<file path="src/rtl/core/msq_pkg.sv">
// Shared types and constants for the maximal all-ones square scanner.
// No dependencies; every other file in rtl/core imports this package.
`default_nettype none

package msq_pkg;

   // Fixed field widths of the external interface.
   localparam int SIDE_W    = 11;
   localparam int IDX_W     = 10;
   localparam int LEN_REG_W = 11;

   // Row length register value after reset.
   localparam logic [LEN_REG_W-1:0] ROW_LENGTH_RESET = 11'd1024;

   // Defaults for the geometry parameters of the top level.
   localparam int MAX_COLUMNS_DEFAULT = 1024;
   localparam int MAX_ROWS_DEFAULT    = 1024;

   // Depth of the small queues between the parts of the block.
   localparam int QUEUE_DEPTH = 2;

   // Classification of one cell, made by the front end for the back end.
   typedef struct packed {
      logic cell_value;  // the cell itself
      logic last_cell;   // final cell of the matrix
      logic border;      // first row or first column: side equals the cell
      logic top_row;     // first row: there is no row above
      logic row_end;     // the scan wraps to the next row after this cell
   } cell_class_type;

endpackage : msq_pkg

`default_nettype wire

</file>
<file path="src/rtl/core/msq_front.sv">
// Front end of the scanner: row length register, scan position and cell classification.
// Depends on msq_pkg.
`default_nettype none

module msq_front
   import msq_pkg::*;
#(
   parameter int MAX_COLUMNS = MAX_COLUMNS_DEFAULT,
   parameter int MAX_ROWS    = MAX_ROWS_DEFAULT,
   parameter int COL_W       = $clog2(MAX_COLUMNS),
   parameter int ROW_W       = $clog2(MAX_ROWS)
) (
   input  wire logic                 clock,
   input  wire logic                 reset,
   input  wire logic                 csr_wr_en,
   input  wire logic [LEN_REG_W-1:0] csr_wr_data,
   input  wire logic                 cell_push,
   input  wire logic                 cell_value,
   input  wire logic                 last_cell,
   input  wire logic                 queue_full,
   output logic                      queue_push,
   output cell_class_type            queue_class,
   output logic [COL_W-1:0]          queue_col,
   output logic [ROW_W-1:0]          queue_row
);

   localparam int LenW = $clog2(MAX_COLUMNS + 1);

   logic [LEN_REG_W-1:0] row_length_ff;
   logic [COL_W-1:0]     col_ff, col_in;
   logic [ROW_W-1:0]     row_ff, row_in;
   logic [LenW-1:0]      eff_length;
   logic                 accept;
   logic                 row_end;

   // A zero length counts as one; anything beyond the line buffer saturates.
   always_comb begin
      if (row_length_ff == '0) begin
         eff_length = LenW'(1);
      end else if (32'(row_length_ff) > 32'(MAX_COLUMNS)) begin
         eff_length = LenW'(MAX_COLUMNS);
      end else begin
         eff_length = LenW'(row_length_ff);
      end
   end

   assign accept  = cell_push && !queue_full;
   assign row_end = (LenW'(col_ff) + LenW'(1)) >= eff_length;

   assign queue_push             = accept;
   assign queue_col              = col_ff;
   assign queue_row              = row_ff;
   assign queue_class.cell_value = cell_value;
   assign queue_class.last_cell  = last_cell;
   assign queue_class.border     = (row_ff == '0) || (col_ff == '0);
   assign queue_class.top_row    = (row_ff == '0);
   assign queue_class.row_end    = row_end;

   always_comb begin
      col_in = col_ff;
      row_in = row_ff;
      if (accept) begin
         priority if (last_cell) begin
            col_in = '0;
            row_in = '0;
         end else if (row_end) begin
            col_in = '0;
            if (row_ff != ROW_W'(MAX_ROWS - 1)) begin
               row_in = row_ff + ROW_W'(1);
            end
         end else begin
            col_in = col_ff + COL_W'(1);
         end
      end
   end

   always_ff @(posedge clock) begin
      if (reset) begin
         row_length_ff <= ROW_LENGTH_RESET;
         col_ff        <= '0;
         row_ff        <= '0;
      end else begin
         if (csr_wr_en) begin
            row_length_ff <= csr_wr_data;
         end
         col_ff <= col_in;
         row_ff <= row_in;
      end
   end

endmodule : msq_front

`default_nettype wire

</file>
<file path="config.mk">
export PLATFORM = sky130hd
export DESIGN_NAME = msq_front
export DESIGN_NICKNAME = d
export VERILOG_FILES = /design/src/rtl/core/msq_pkg.sv /design/src/rtl/core/msq_front.sv
export SDC_FILE = /design/constraint.sdc
export NUM_CORES = 1
export LEC_CHECK = 0
export ABC_AREA = 0
export BUFFER_PORTS_ARGS = -buffer_cell sky130_fd_sc_hd__buf_4
export CAP_MARGIN = 10
export CORE_MARGIN = 3
export CORE_UTILIZATION = 53
export CTS_CLUSTER_SIZE = 8
export DETAILED_ROUTE_END_ITERATION = 7
export PLACE_DENSITY = 0.78
export SYNTH_ARGS = -nofsm -noshare
export SYNTH_HDL_FRONTEND = slang
export SYNTH_SLANG_ARGS = --single-unit
</file>
<file path="constraint.sdc">
create_clock -name clock -period 3.7 [get_ports clock]
set_input_delay 0.37 -clock clock [delete_from_list [all_inputs] [get_ports clock]]
set_output_delay 0.37 -clock clock [all_outputs]
set_load 0.1 [all_outputs]
</file>
======== Word level (Yosys, flattened, before mapping) ========
Index checks and enable logic that the tools add are counted.
storage, ports and cells
  register bits after elaboration ......... 31
  input bits .............................. 18
  logic and storage cells ................. 25
operators by class
  add/subtract/negate cells ............... 3
  magnitude comparators ................... 2
  eq/ne operators ......................... 1
  muxes and demuxes ....................... 7
  reductions and logical operators ........ 9
operators with widths
  operator                                                number
  two-way mux 10 bit                                      5
  two-way mux 11 bit                                      2
  adder 10 x 1 -> 10 bit (second input constant)          2
  logical NOT 10 bit                                      2
  adder 10 x 1 -> 11 bit (second input constant)          1
  >= comparator 11 bit                                    1
  greater-than comparator 11 bit (second input constant)  1
  logical NOT 11 bit                                      1
  != test 10 bit (second input constant)                  1
  nonzero test 2 bit                                      2
  AND reduction 3 bit                                     1
  logical AND 1 bit                                       1
  logical NOT 1 bit                                       1
  logical OR 1 bit                                        1

======== Logic depth before layout (Yosys ltp) ========
  depth in word-level cells ............... 6
  depth in mapped cells ................... 14
  gate-level depth less buffers ........... 12

======== Least setup slack after synthesis ========
No wires, ideal clock.
  kind .................................... reg-to-output
  start point ............................. register col_ff[2], in the netlist queue_col[2]
  end point ............................... output port queue_class[0] (netlist name)
  arrival ................................. 3.479 ns
  setup slack ............................. -0.149 ns
  cell stages (with the launch flop) ...... 14
  buffers on the path ..................... 3
  cell sequence ........................... dfxtp_1 -> buf_2 -> nand3_1 -> nor2_1 -> and3_1 -> nand3_1 -> xnor2_1 -> ha_1 -> nand4_1 -> nor3_1 -> a21oi_1 -> nand2_1 -> buf_2 -> buf_4
on the way
  cells in the longest elaborated chain, start to end .. 2
ends and longest elaborated chain
  item                    RTL line         text
  from (decl)             msq_front.sv:30  logic [COL_W-1:0] col_ff, col_in;
  from (signal assigned)  msq_front.sv:86  col_ff <= col_in;
  adder 10 x 1 -> 11 bit  msq_front.sv:48  assign row_end = (LenW'(col_ff) + LenW'(1)) >= eff_length;
  >= comparator 11 bit    msq_front.sv:48
  to (decl)               msq_front.sv:22  output cell_class_type queue_class,
No other way between the ends.

==> results.md <==
* Hold-fix buffers, CTS at 0
* Yosys reg bits at 31
* Largest net degree at the start of global routing at 31
* Tot GR Track Use at 21.30%
* LEAKAGE at 1.060 nW
* Worst slew margin at 67.82%
* Vias per cell at 5.887
* Final Setup Violations at 0
* Global-route met1 utilization at 26.82%
* Max_cap viols at 0
* Max Clock Skew at 0.006698 ns
* CP max FO at 9
* Fillers at 308
* Pin slew with the least headroom to its limit at 0.4801 ns
* Fmax at 286.7 MHz
* Hold Vio Cnt, Final at 0
* Kind of critical path: flip-flop to primary output
* P&R area growth vs syn at 19.48%
* Max Root-Sink Buffers at 2
* Setup Fix Bufs, Post-CTS at 0
* Final WL at 4505 microns
* EDFF count, synth at 0
* CP most frequent cell: and3_1
* Final Util at 67.93%
* IO Pins at 44
* PwrDens at 297.7 nW/um^2
* Asr flop ratio synth at 0%
* Port Buffers at 41
* Clock Pin Slew Worst Setup and Hold Paths at 0.06 ns
* Synth cell types at 45
* Layout Nets at 307
* Arrival @ worst endpoint at 3.12 ns
* Setup crit end kind: primary output
* Reg area at 626.9 sq um
* Fin. max-slew vios at 0
* Syn. warnings at 0
* Vias post-DR at 1,878
* Crit path cell chain: ha_1 -> and3_1 -> and3_1 -> and3_1 -> and3_1 -> ha_1 -> nand4_1 -> nor3_1 -> a21oi_1 -> nand2_1 -> buf_6
* Initial DRC count at 153
* Routed wire per std cell at 14.12 microns
* Clk sinks at 31
* Final worst path period need at 3.488 ns
* DIE WIDTH at 67.00 microns
* Slowest Stage Delay on Critical Path at 0.36 ns
* Status: completed
* Cell Area, Synth at 1972 sq um
* Share of cells above drive strength 1 at 21.98%
* Number of diodes at 0
* H-Tree Depth at 2
* Antenna Nets Post-Route at 0
* Syn_area_per_cell at 8.216 sq um
* Startpoint Class: flip-flop
* Core Rows at 21
* Slowest cell on the critical path: dfxtp_2
* Initial antenna violation count at 0
* Synthesized Nets at 273
* Worst skew pair latency at 0.28 ns
* CP bufs+invs at 1
* Clk Tree Root Cell: clkbuf_8
* Vias in the first global route at 1,573
* GRT met2 Usage at 34.41%
* Routability congestion estimate at 0.8122
* Initial Util at 56.85%
* HP Class: primary input to flip-flop
* Gr busiest metal: met2
* Required @ worst endpoint at 3.33 ns
* First-pass GRT wire length at 7217 microns
* Unrepaired setup endpoints after global routing: no
* Met3 Use GR at 5.565%
* Post-CTS resize count at 0
* Tcrit/Tclk final at 94.28%
* Top FF cell, synth: dfxtp_1
* Core Area at 3468 sq um
* Family with the most delay on the worst path: simple AND/OR/NAND/NOR gates
* Multi-input logic area at 1239 sq um
* Sequential area share after synthesis at 31.47%
* TNS Setup at 0 ns
* DR pass1 iterations at 4
* DIE AREA at 4488 sq um
* Gr ovfl total at 0
* Post-DP HPWL at 3325 microns
* Drt drc at 0
* Die height at 67.00 microns
* CTS tree: built
* CTS buffer count at 5
* Cells after Synth at 240
* VDD IR-drop max at 0.2081 mV
-- cells in the mapped netlist (2+ instances only) --
library cell,number,area (sq um)
nor4_1,4,25.02
nand4_1,6,37.54
nor2b_1,5,31.28
o21ai_0,3,15.01
a21oi_1,13,65.06
nand2_1,28,105.1
ha_1,15,187.7
nor3_2,2,20.02
nand3_1,5,25.02
a31o_2,3,26.28
a22o_1,7,61.31
nand2b_1,2,12.51
inv_1,9,33.78
nor3_1,8,40.04
o211ai_1,2,15.01
a41o_1,2,20.02
clkbuf_1,6,22.52
and3_1,9,56.30
mux2i_1,10,100.1
buf_2,5,25.02
nor2_1,20,75.07
xnor2_1,4,35.03
a21o_1,3,22.52
a311oi_1,3,26.28
buf_4,3,22.52
o31ai_1,7,52.55
a31oi_1,3,18.77
and2_1,3,18.77
dfxtp_1,31,620.6
xor2_1,4,35.03
-- sequential cells by signal, indices dropped and copies added (netlist names) --
signal / flops
row_length_ff: 11
queue_col: 10
queue_row: 10
-- power breakdown --
part / leakage [nW] / switching, mW / internal [mW] / total, mW
clock: 0.0371 / 0.116 / 0.125 / 0.241
sequential: 0.255 / 0.00709 / 0.342 / 0.349
combinational: 0.769 / 0.0721 / 0.0392 / 0.111
total: 1.06 / 0.195 / 0.506 / 0.701
-- layout make-up --
cell class | instances | share of cell area (%)
multi-input combinational | 184 | 52.58
sequential | 31 | 26.61
inverter | 9 | 1.434
timing repair buffer | 43 | 13.86
tap | 46 | 2.443
clock buffer | 6 | 3.080
-- routing by layer --
| metal | up-vias | wire, microns |
|---|---|---|
| met5 | - | 0 |
| met4 | 0 | 80 |
| met3 | 10 | 273 |
| met2 | 56 | 2054 |
| met1 | 873 | 2096 |
| li1 | 939 | - |
-- cells in the final DEF (no fill, tap or decap), types with 4 or more instances in the layout --
cell type / netlist / layout
mux2i_1: 10 / 10
buf_4: 3 / 42
xor2_1: 4 / 4
a22o_1: 7 / 7
clkbuf_8: 0 / 5
nor2b_1: 5 / 5
nor4_1: 4 / 4
ha_1: 15 / 15
xnor2_1: 4 / 4
dfxtp_1: 31 / 26
and3_1: 9 / 9
inv_1: 9 / 9
nand4_1: 6 / 6
dfxtp_2: 0 / 5
o31ai_1: 7 / 7
nor2_1: 20 / 20
nor3_1: 8 / 8
nand2_1: 28 / 28
a21oi_1: 13 / 13
nand3_1: 5 / 5
-- path summary, 6_finish.rpt --
kind         depth (start not counted)        startpoint           endpoint  slack, ns
max                                 11      queue_col[0]     queue_class[0]       0.21
min                                  3   csr_wr_data[10]  row_length_ff[10]       0.31
max reg2reg                         12      queue_col[0]       queue_col[4]       0.33
min reg2reg                          2  row_length_ff[0]   row_length_ff[0]       0.53
-- logic make-up (layout without fill, tap and decap cells) --
group / count (synthesis) / in the layout / synth area share (%)
xor+xnor: 8 / 8 / 3.553
compound gates: 52 / 52 / 18.97
flops: 31 / 31 / 31.47
simple gates: 99 / 99 / 25.70
fa+ha+maj: 15 / 15 / 9.518
buf+inv: 25 / 58 / 5.710
mux: 10 / 10 / 5.076
-- per-stage QoR --
step           worst slack, ns  std cells  area (sq um)  hold slack, ns  power, mW
2_1_floorplan           0.2084        240          1978          0.4688     0.4408
3_3_place_gp            0.5388        313          2280          0.4961     0.4652
6_report                0.2118        319          2356          0.3121     0.7013
4_1_cts                 0.1831        319          2352          0.3080     0.7038
5_1_grt               0.009262        319          2356          0.3074     0.7284
3_5_place_dp            0.3960        313          2280          0.5111     0.4663
-- worst min-delay path, delay by kind of cell --
family / cells / cell delay, ns
buffers and inverters: 1 / 0.08
AOI/OAI and AO/OA: 1 / 0.06
and+or+nand+nor: 1 / 0.04
(Power assumes the default switching activity.)
