$ cat config.mk
export PLATFORM = sky130hd
export DESIGN_NAME = msq_fifo
export DESIGN_NICKNAME = d
export VERILOG_FILES = /design/src/rtl/core/msq_pkg.sv /design/src/rtl/core/msq_fifo.sv
export SDC_FILE = /design/constraint.sdc
export NUM_CORES = 1
export LEC_CHECK = 0
export ABC_AREA = 1
export BUFFER_PORTS_ARGS = -buffer_cell sky130_fd_sc_hd__buf_2
export CORE_ASPECT_RATIO = 1.25
export CORE_MARGIN = 2
export CORE_UTILIZATION = 49
export DETAILED_ROUTE_END_ITERATION = 8
export GPL_TIMING_DRIVEN = 0
export PLACE_DENSITY = 0.72
export SETUP_SLACK_MARGIN = 0.1
export SLEW_MARGIN = 20
export SYNTH_ARGS = -nofsm -noshare
export SYNTH_HDL_FRONTEND = slang
export SYNTH_SLANG_ARGS = --single-unit
$ cat constraint.sdc
create_clock -name clock -period 1.5 [get_ports clock]
set_input_delay 0.15 -clock clock [delete_from_list [all_inputs] [get_ports clock]]
set_output_delay 0.15 -clock clock [all_outputs]
set_load 0.02 [all_outputs]
$ cat src/rtl/core/msq_pkg.sv
// Shared types and constants for the maximal all-ones square scanner.
// No dependencies; every other file in rtl/core imports this package.
`default_nettype none

package msq_pkg;

   // Fixed field widths of the external interface.
   localparam int SIDE_W    = 11;
   localparam int IDX_W     = 10;
   localparam int LEN_REG_W = 11;

   // Row length register value after reset.
   localparam logic [LEN_REG_W-1:0] ROW_LENGTH_RESET = 11'd1024;

   // Defaults for the geometry parameters of the top level.
   localparam int MAX_COLUMNS_DEFAULT = 1024;
   localparam int MAX_ROWS_DEFAULT    = 1024;

   // Depth of the small queues between the parts of the block.
   localparam int QUEUE_DEPTH = 2;

   // Classification of one cell, made by the front end for the back end.
   typedef struct packed {
      logic cell_value;  // the cell itself
      logic last_cell;   // final cell of the matrix
      logic border;      // first row or first column: side equals the cell
      logic top_row;     // first row: there is no row above
      logic row_end;     // the scan wraps to the next row after this cell
   } cell_class_type;

endpackage : msq_pkg

`default_nettype wire

$ cat src/rtl/core/msq_fifo.sv
// Small first-in first-out queue used between the parts of the scanner.
// Depends on msq_pkg for the default depth.
`default_nettype none

module msq_fifo
   import msq_pkg::*;
#(
   parameter int WIDTH = 8,
   parameter int DEPTH = QUEUE_DEPTH
) (
   input  wire logic             clock,
   input  wire logic             reset,
   input  wire logic             push,
   input  wire logic [WIDTH-1:0] push_data,
   output logic                  full,
   input  wire logic             pop,
   output logic [WIDTH-1:0]      pop_data,
   output logic                  empty
);

   localparam int PtrW = (DEPTH > 1) ? $clog2(DEPTH) : 1;
   localparam int CntW = $clog2(DEPTH + 1);

   logic [WIDTH-1:0] entry_ff [DEPTH];
   logic [PtrW-1:0]  wr_ptr_ff, wr_ptr_in;
   logic [PtrW-1:0]  rd_ptr_ff, rd_ptr_in;
   logic [CntW-1:0]  count_ff, count_in;
   logic             do_push, do_pop;

   assign full     = (count_ff == CntW'(DEPTH));
   assign empty    = (count_ff == '0);
   assign do_push  = push && !full;
   assign do_pop   = pop && !empty;
   assign pop_data = entry_ff[rd_ptr_ff];

   always_comb begin
      wr_ptr_in = wr_ptr_ff;
      rd_ptr_in = rd_ptr_ff;
      count_in  = count_ff;
      if (do_push) begin
         wr_ptr_in = (wr_ptr_ff == PtrW'(DEPTH - 1)) ? '0 : wr_ptr_ff + PtrW'(1);
      end
      if (do_pop) begin
         rd_ptr_in = (rd_ptr_ff == PtrW'(DEPTH - 1)) ? '0 : rd_ptr_ff + PtrW'(1);
      end
      if (do_push && !do_pop) begin
         count_in = count_ff + CntW'(1);
      end else if (do_pop && !do_push) begin
         count_in = count_ff - CntW'(1);
      end
   end

   always_ff @(posedge clock) begin
      if (reset) begin
         wr_ptr_ff <= '0;
         rd_ptr_ff <= '0;
         count_ff  <= '0;
      end else begin
         wr_ptr_ff <= wr_ptr_in;
         rd_ptr_ff <= rd_ptr_in;
         count_ff  <= count_in;
      end
   end

   always_ff @(posedge clock) begin
      if (do_push) begin
         entry_ff[wr_ptr_ff] <= push_data;
      end
   end

endmodule : msq_fifo

`default_nettype wire

# Word-level counts from Yosys, hierarchy flattened
# Memory sizes are Yosys's and may differ from the RTL's. A register that Yosys moved wholly into a read port is not among the register bits.
# Index checks and enable logic that the tools add are counted.
# W data, S select, Z words.
[totals]
ff_bits = 4
ram_bits = 16
in_bits = 12
mem_count = 1
[op_classes]
add_sub_neg = 4
n_eq_ne = 1
n_mux = 8
n_reduce_logical = 10
[memory_table]
columns = ["name", "words", "width", "rd", "rd_clocked_by_memory_dff", "write_ports", "line_no", "text"]
rows = [
  ["entry_ff", 2, 8, 1, 1, 1, "msq_fifo.sv:24", "logic [WIDTH-1:0] entry_ff [DEPTH];"],
]
[ops]
columns = ["operator", "n"]
rows = [
  ["$mux W1", 6],
  ["$logic_and A1 B1 Y1", 4],
  ["$logic_not A1 Y1", 4],
  ["$mux W2", 2],
  ["$add A1 B1 Y1 const B", 2],
  ["$add A2 B1 Y2 const B", 1],
  ["$eq A2 B2 Y1 const B", 1],
  ["$logic_not A2 Y1", 1],
  ["$reduce_bool A2 Y1", 1],
  ["$sub A2 B1 Y2 const B", 1],
]

# Logic depth before layout (Yosys ltp)
# Gate-level depths: netlist of the first run.
[depth]
word_depth = 7
depth_mapped = 10
depth_no_buf = 10

# Worst setup path before layout of the first run
# Ideal clock, no wire load.
[synth_timing]
path_type = "flip-flop to flip-flop"
from = "register count_ff[0]"
to = "memory entry_ff[1][0] (enable)"
t_arrival_ps = 951
t_required_ps = 1130
setup_slack_ps = 179
path_stages_with_launch = 3
period_less_slack_ps = 1321
path_cell_list = "dfxtp_1 o21ai_2 nor2_1"
[synth_between]
elab_chain_len = 5
[synth_lines]
columns = ["item", "line_no", "text"]
rows = [
  ["start, declared", "msq_fifo.sv:27", "logic [CntW-1:0] count_ff, count_in;"],
  ["start signal, assigned", "msq_fifo.sv:61", "count_ff <= count_in;"],
  ["$eq A2 B2 Y1", "msq_fifo.sv:30", "assign full = (count_ff == CntW'(DEPTH));"],
  ["$logic_not A1 Y1", "msq_fifo.sv:32", "assign do_push = push && !full;"],
  ["$logic_and A1 B1 Y1", "msq_fifo.sv:32", ""],
  ["$mux W1", "msq_fifo.sv:66", "if (do_push) begin"],
  ["$mux W1 (implied by the code)", "msq_fifo.sv:67", "entry_ff[wr_ptr_ff] <= push_data;"],
  ["end, declared", "msq_fifo.sv:24", ""],
]
# Every way passes these cells.

==> run metrics, run 1 <==
vias post-DR 541; # hold bufs at CTS 0; Rows 16; Hold Crit Start push_data[4]; syn_nets 75; root buffer cell clkbuf_4; Final period util 91.9%; unrepaired setup endpoints after global routing yes; R2R depth 9; Layout area overhead 33.8%; 1st-iter DRT viols 12; TritonCTS clock tree built; most frequent cells in the layout edfxtp_1 (16), buf_2 (13), mux2_4 (8), buf_6 (8), nor2_1 (7); Die Span Y 50.0 um; commonest non-fill, non-tap cell in the layout edfxtp_1; vias per cell 5.06; RePlAce Congestion 0.693; status complete, no violations; initial antenna violation count 0; Final Hold Slack 35.3 ps; setup TNS 0 ps; Total Wirelength 1270 um; clock network latency to the later pin of the worst-skew pair 290 ps; Pwr per Cell Area 1670 nW/um^2; WP data arrival 1230 ps; worst slew pin tran 421 ps; placed insts 101; fillers 126; synth warn 0; number of distinct library cells after synthesis 16; Hold EP entry_ff[1][4]$_DFFE_PP_; drt pass-1 iters 4; port bufs 21; worst-case clock buffer depth 2; first-pass GRT wire length 2040 um; post-synthesis sequential area ratio 70.1%; R2R Path Start count_ff[1]$_SDFFE_PP0P_; Max-Cap Viols 0; Clock Pin Slew Worst Setup and Hold Paths 100 ps; Worst Setup End Kind output pin; multi-input logic area 256 um^2; final-report max-slew violation count 0; Synth Register Bits 21; vias in the first global route 506; slowest stage delay, CP 350 ps; # diodes 0; register area 584 um^2; worst slew margin relative to its limit 71.9%; final non-filler cell total 107; Num CTS Buffers 3; flop2flop setup slack 170 ps; die footprint 2040 um^2; post-detail-place hpwl 860 um; CP max FO 8; Hold Path Class input port to flip-flop; worst-path cell chain buf_8 -> mux2_4 -> buf_6; CP Class flip-flop to output pin; Sink Count 21; GRT Overall Usage 15.0%; Pleak 0.469 nW; Final ANT Viol Nets 0; Fmax achieved 726 MHz; terminus of the critical flop-to-flop path count_ff[1]$_SDFFE_PP0P_; H-tree Lvls 1; total gr overflow 0; Die Width 40.8 um; slowest CP cell dfxtp_2; minimum clock period 1380 ps; Avg Synthesized Cell Area 13.4 um^2; Core Area 1580 um^2; Synth Instances 62; DR DRC count 0; Setup Skew 1.39 ps; hold path depth 1; Required @ worst endpoint 1350 ps; Mapped Area 828 um^2; largest net degree at the start of global routing 12; Final Hold Fails 0; Max VDD drop 0.962 mV; Initial Util 52.4%; layout cells sized above 1 52.8%; wire per inst 11.9 um; Final setup viols 0; num ports 22; Pwr Total 1.85 mW; Nets 103; CP Launch Type flip-flop
==> timing repair <==
| action | in CTS | in global routing |
|---|---|---|
| resized for setup | 32 | 4 |
| gates cloned | 0 | 0 |
| pin swaps | 0 | 1 |
| buffers inserted | 0 | 2 |
| endpoints found under the setup margin | 25 | 10 |
==> state kept, by name, summed over array words and instances (netlist names), named ones only <==
signal and count:
rd_ptr_ff 1, count_ff 2, wr_ptr_ff 1, entry_ff 16
==> power breakdown <==
| group | total (mW) | internal, mW | switching [mW] |
|---|---|---|---|
| Clock | 0.259 | 0.104 | 0.155 |
| Combinational | 0.770 | 0.384 | 0.386 |
| Sequential | 0.824 | 0.750 | 0.0737 |
==> kinds of logic (layout without fill, tap and decap cells) <==
| group | count (synthesis) | count (layout) | synth area share (%) |
|---|---|---|---|
| AO/OA/AOI/OAI | 6 | 6 | 4.53 |
| adder cells (fa/ha/maj) | 1 | 1 | 1.51 |
| buffers and inverters | 10 | 37 | 4.68 |
| flip-flops | 21 | 21 | 70.1 |
| multiplexers | 8 | 8 | 10.9 |
| AND/OR/NAND/NOR | 16 | 16 | 8.31 |
==> how the worst max path moves through the flow <==
stage                        startpoint                       end  slack, ps  cells after the start
4_1_cts                       flip-flop               pop_data[4]         90                      3
3_3_place_gp   count_ff[0]$_SDFFE_PP0P_  entry_ff[0][5]$_DFFE_PP_        -60                      2
3_5_place_dp   count_ff[0]$_SDFFE_PP0P_  entry_ff[1][2]$_DFFE_PP_        -80                      2
2_1_floorplan  count_ff[0]$_SDFFE_PP0P_  entry_ff[1][0]$_DFFE_PP_        180                      2
6_report                      flip-flop               pop_data[4]        120                      3
5_1_grt        count_ff[1]$_SDFFE_PP0P_  count_ff[1]$_SDFFE_PP0P_         70                      9
==> final cells by class <==
class | count | share of cell area (%)
inverters | 9 | 3.05
plain buffers | 1 | 1.35
flip-flops and latches | 21 | 52.7
multi-input cells | 31 | 23.1
clock buffers | 4 | 2.37
well taps | 18 | 2.03
repair buffers | 23 | 15.3
==> routing by layer <==
metal / vias to the layer above / global-route usage, % / wire length (um)
li1: 266 / - / -
met1: 257 / 19.0 / 558
met2: 14 / 22.0 / 621
met3: 4 / 3.15 / 64
met4: 0 / 10.0 / 29
met5: - / 0 / 0
==> worst max-delay path: cells and delay by family, from the launching register on <==
family	cells	cell delay [ps]
mux	1	310
buf+inv	2	270
flops	1	350
==> through the flow <==
step                worst slack (ps)  area (um^2)  utilization, %
finish                           122         1110            70.1
global route                    73.8         1110            70.1
CTS                             85.6         1080            68.6
detailed placement             -79.0          956            60.4
global placement               -59.6          956            60.4
floorplan                        179          828               -
==> cell usage after synthesis (all sizes together) <==
master,instances,area [um^2]
a21oi,1,5.00
nand4,1,6.26
and2,1,8.76
buf,1,5.00
edfxtp,16,480
ha,1,12.5
dfxtp,5,100
o21ai,5,32.5
inv,9,33.8
mux2,8,90.1
nand3,1,5.00
nand2,4,15.0
nor2,9,33.8
Note: power is estimated with default switching activity, not from simulation.
==> run 2: changes to the inputs <==
--- a/config.mk
+++ b/config.mk
@@ -7,9 +7,11 @@
 export LEC_CHECK = 0
 export ABC_AREA = 1
 export BUFFER_PORTS_ARGS = -buffer_cell sky130_fd_sc_hd__buf_2
+export CELL_PAD_IN_SITES_DETAIL_PLACEMENT = 0
+export CELL_PAD_IN_SITES_GLOBAL_PLACEMENT = 1
 export CORE_ASPECT_RATIO = 1.25
 export CORE_MARGIN = 2
-export CORE_UTILIZATION = 49
+export CORE_UTILIZATION = 39
 export DETAILED_ROUTE_END_ITERATION = 8
 export GPL_TIMING_DRIVEN = 0
 export PLACE_DENSITY = 0.72
==> run 2 against run 1 <==
  * Sequential share of layout area decreased by 0.60 points
  * Flip-flop and latch count unchanged
  * Register-to-register slack better by 50 ps
  * Count of clock-buffer cells in the layout stayed put
  * Critical path type unchanged
  * Largest cell class unchanged
  * Highest routed layer unchanged
==> run metrics, run 2 (same netlist as run 1, synthesis figures left out) <==
vias post-DR 550 (+1.7%); CP max FO 8 (unchanged); port bufs 21 (unchanged); Num CTS Buffers 3 (unchanged); Max-Cap Viols 0 (unchanged); clock network latency to the later pin of the worst-skew pair 290 ps (about the same); most frequent cells in the layout edfxtp_1 (16), buf_2 (13), mux2_4 (8), buf_6 (8), nor2_1 (7); Final period util 91.4% (-0.52 points); unrepaired setup endpoints after global routing yes; CP Launch Type flip-flop; initial antenna violation count 0 (unchanged); # diodes 0 (unchanged); final-report max-slew violation count 0 (unchanged); post-detail-place hpwl 907 um (+5.5%); largest net degree at the start of global routing 12 (unchanged); worst-case clock buffer depth 2 (unchanged); max reg flops 16 (unchanged); CP Class flip-flop to output pin; root buffer cell clkbuf_4; TritonCTS clock tree built; vias per cell 5.00 (-1.1%); total gr overflow 0 (unchanged); first-pass GRT wire length 2000 um (-2.0%); Core Area 1980 um^2 (+25%); minimum clock period 1370 ps (-7.85 ps); Rows 18 (+2); Die Width 45.2 um (+11%); Clock Pin Slew Worst Setup and Hold Paths 110 ps (about the same); Fmax achieved 730 MHz (+0.57%); RePlAce Congestion 0.677 (-2.4%); commonest non-fill, non-tap cell in the layout edfxtp_1; Die Span Y 55.5 um (+11%); DR DRC count 0 (unchanged); worst slew margin relative to its limit 82.7% (+11 points); Final setup viols 0 (unchanged); R2R depth 8 (-1); Pwr per Cell Area 1660 nW/um^2 (-0.47%); Required @ worst endpoint 1350 ps (about the same); biggest regs entry_ff x16, count_ff x2; WP data arrival 1220 ps (about the same); drt pass-1 iters 4 (unchanged); crit path to pop_data[4]; fillers 185 (+47%); terminus of the critical flop-to-flop path count_ff[1]$_SDFFE_PP0P_; Total Wirelength 1360 um (+6.8%); largest register by flop count entry_ff; vias in the first global route 501 (-0.99%); Worst Setup End Kind output pin; Initial Util 41.8% (-11 points); Final Hold Slack 39.0 ps (+3.65 ps); num ports 22 (unchanged); Hold Path Class input port to flip-flop; Nets 104 (+0.97%); Layout area overhead 36.0%; GRT Overall Usage 11.3% (-3.7 points); flop2flop setup slack 220 ps (+50 ps); Sink Count 21 (unchanged); Hold Crit Start push_data[1]; status complete, no violations; R2R Path Start count_ff[0]$_SDFFE_PP0P_; 1st-iter DRT viols 14 (+2); die footprint 2510 um^2 (+23%); worst slew pin tran 259 ps (-162 ps); layout cells sized above 1 53.3% (+0.52 points); Max VDD drop 0.843 mV (-12%); Pleak 0.475 nW (+1.3%); Final ANT Viol Nets 0 (unchanged); final non-filler cell total 110 (+2.8%); H-tree Lvls 1 (unchanged); Final Hold Fails 0 (unchanged); Setup Skew 4.52 ps (+3.14 ps); wire per inst 12.4 um (+3.9%); placed insts 103 (+2.0%)
[run 2: changes by cell type in the layout (fill, tap and decap cells not counted)]
| cell | before | now |
|---|---|---|
| dfxtp_4 | 0 | 1 |
| buf_4 | 2 | 3 |
| dfxtp_2 | 3 | 2 |
| nor2_2 | 1 | 0 |
| nor2_4 | 1 | 2 |
[run 2: cell type report]
| cell class | instances | area [um^2] | share of cell area [%] |
|---|---|---|---|
| flip-flops and latches | 21 | 587 | 52.1 |
| multi-input cells | 31 | 262 | 23.2 |
| repair buffers | 24 | 178 | 15.8 |
| inverters | 9 | 33.8 | 3.00 |
| clock buffers | 4 | 26.3 | 2.33 |
| well taps | 20 | 25.0 | 2.22 |
| plain buffers | 1 | 15.0 | 1.33 |
[run 2: routing by layer]
layer,track usage [%],wire length (um)
met5,0,0
met2,18.2,745
met1,12.3,530
met4,7.56,13
met3,3.27,71
[run 2: critical path: stages (launching register included)]
cell	delay, ps
dfxtp_2	350
buf_8	140
mux2_4	310
buf_6	130
[run 2: worst min path at each step]
stage                          endpoint  slack (ps)  depth (start not counted)
2_1_floorplan  entry_ff[0][0]$_DFFE_PP_         250                          0
4_1_cts        entry_ff[0][6]$_DFFE_PP_          30                          1
3_5_place_dp   entry_ff[1][1]$_DFFE_PP_         340                          1
6_report       entry_ff[1][1]$_DFFE_PP_          40                          1
3_3_place_gp   entry_ff[0][1]$_DFFE_PP_         340                          1
5_1_grt        entry_ff[1][6]$_DFFE_PP_          10                          1
[run 2: report_power, final]
part,switching [mW],internal (mW)
Combinational,0.400,0.393
Sequential,0.0663,0.754
Clock,0.157,0.103
Total,0.623,1.25
[run 2: timing repair]
action / in CTS / in global routing
pin swaps: 1 / 1
gates resized for setup: 25 / 13
hold endpoints to repair: 0 / 0
endpoints found under the setup margin: 26 / 18
hold buffers: 0 / 0
setup buffers: 1 / 2
[run 2: per-stage QoR]
| step | utilization [%] | TNS [ps] | cell area (um^2) | power (mW) | setup slack (ps) |
|---|---|---|---|---|---|
| after detailed placement | 48.4 | -1170 | 958 | 1.39 | -107 |
| after global routing | 56.8 | 0 | 1130 | 2.00 | 54.2 |
| after CTS | 53.9 | 0 | 1070 | 1.78 | 100 |
| after global placement | 48.4 | -921 | 958 | 1.38 | -59.1 |
| final | 56.8 | 0 | 1130 | 1.87 | 129 |
| after floorplan | - | 0 | 828 | 1.23 | 179 |
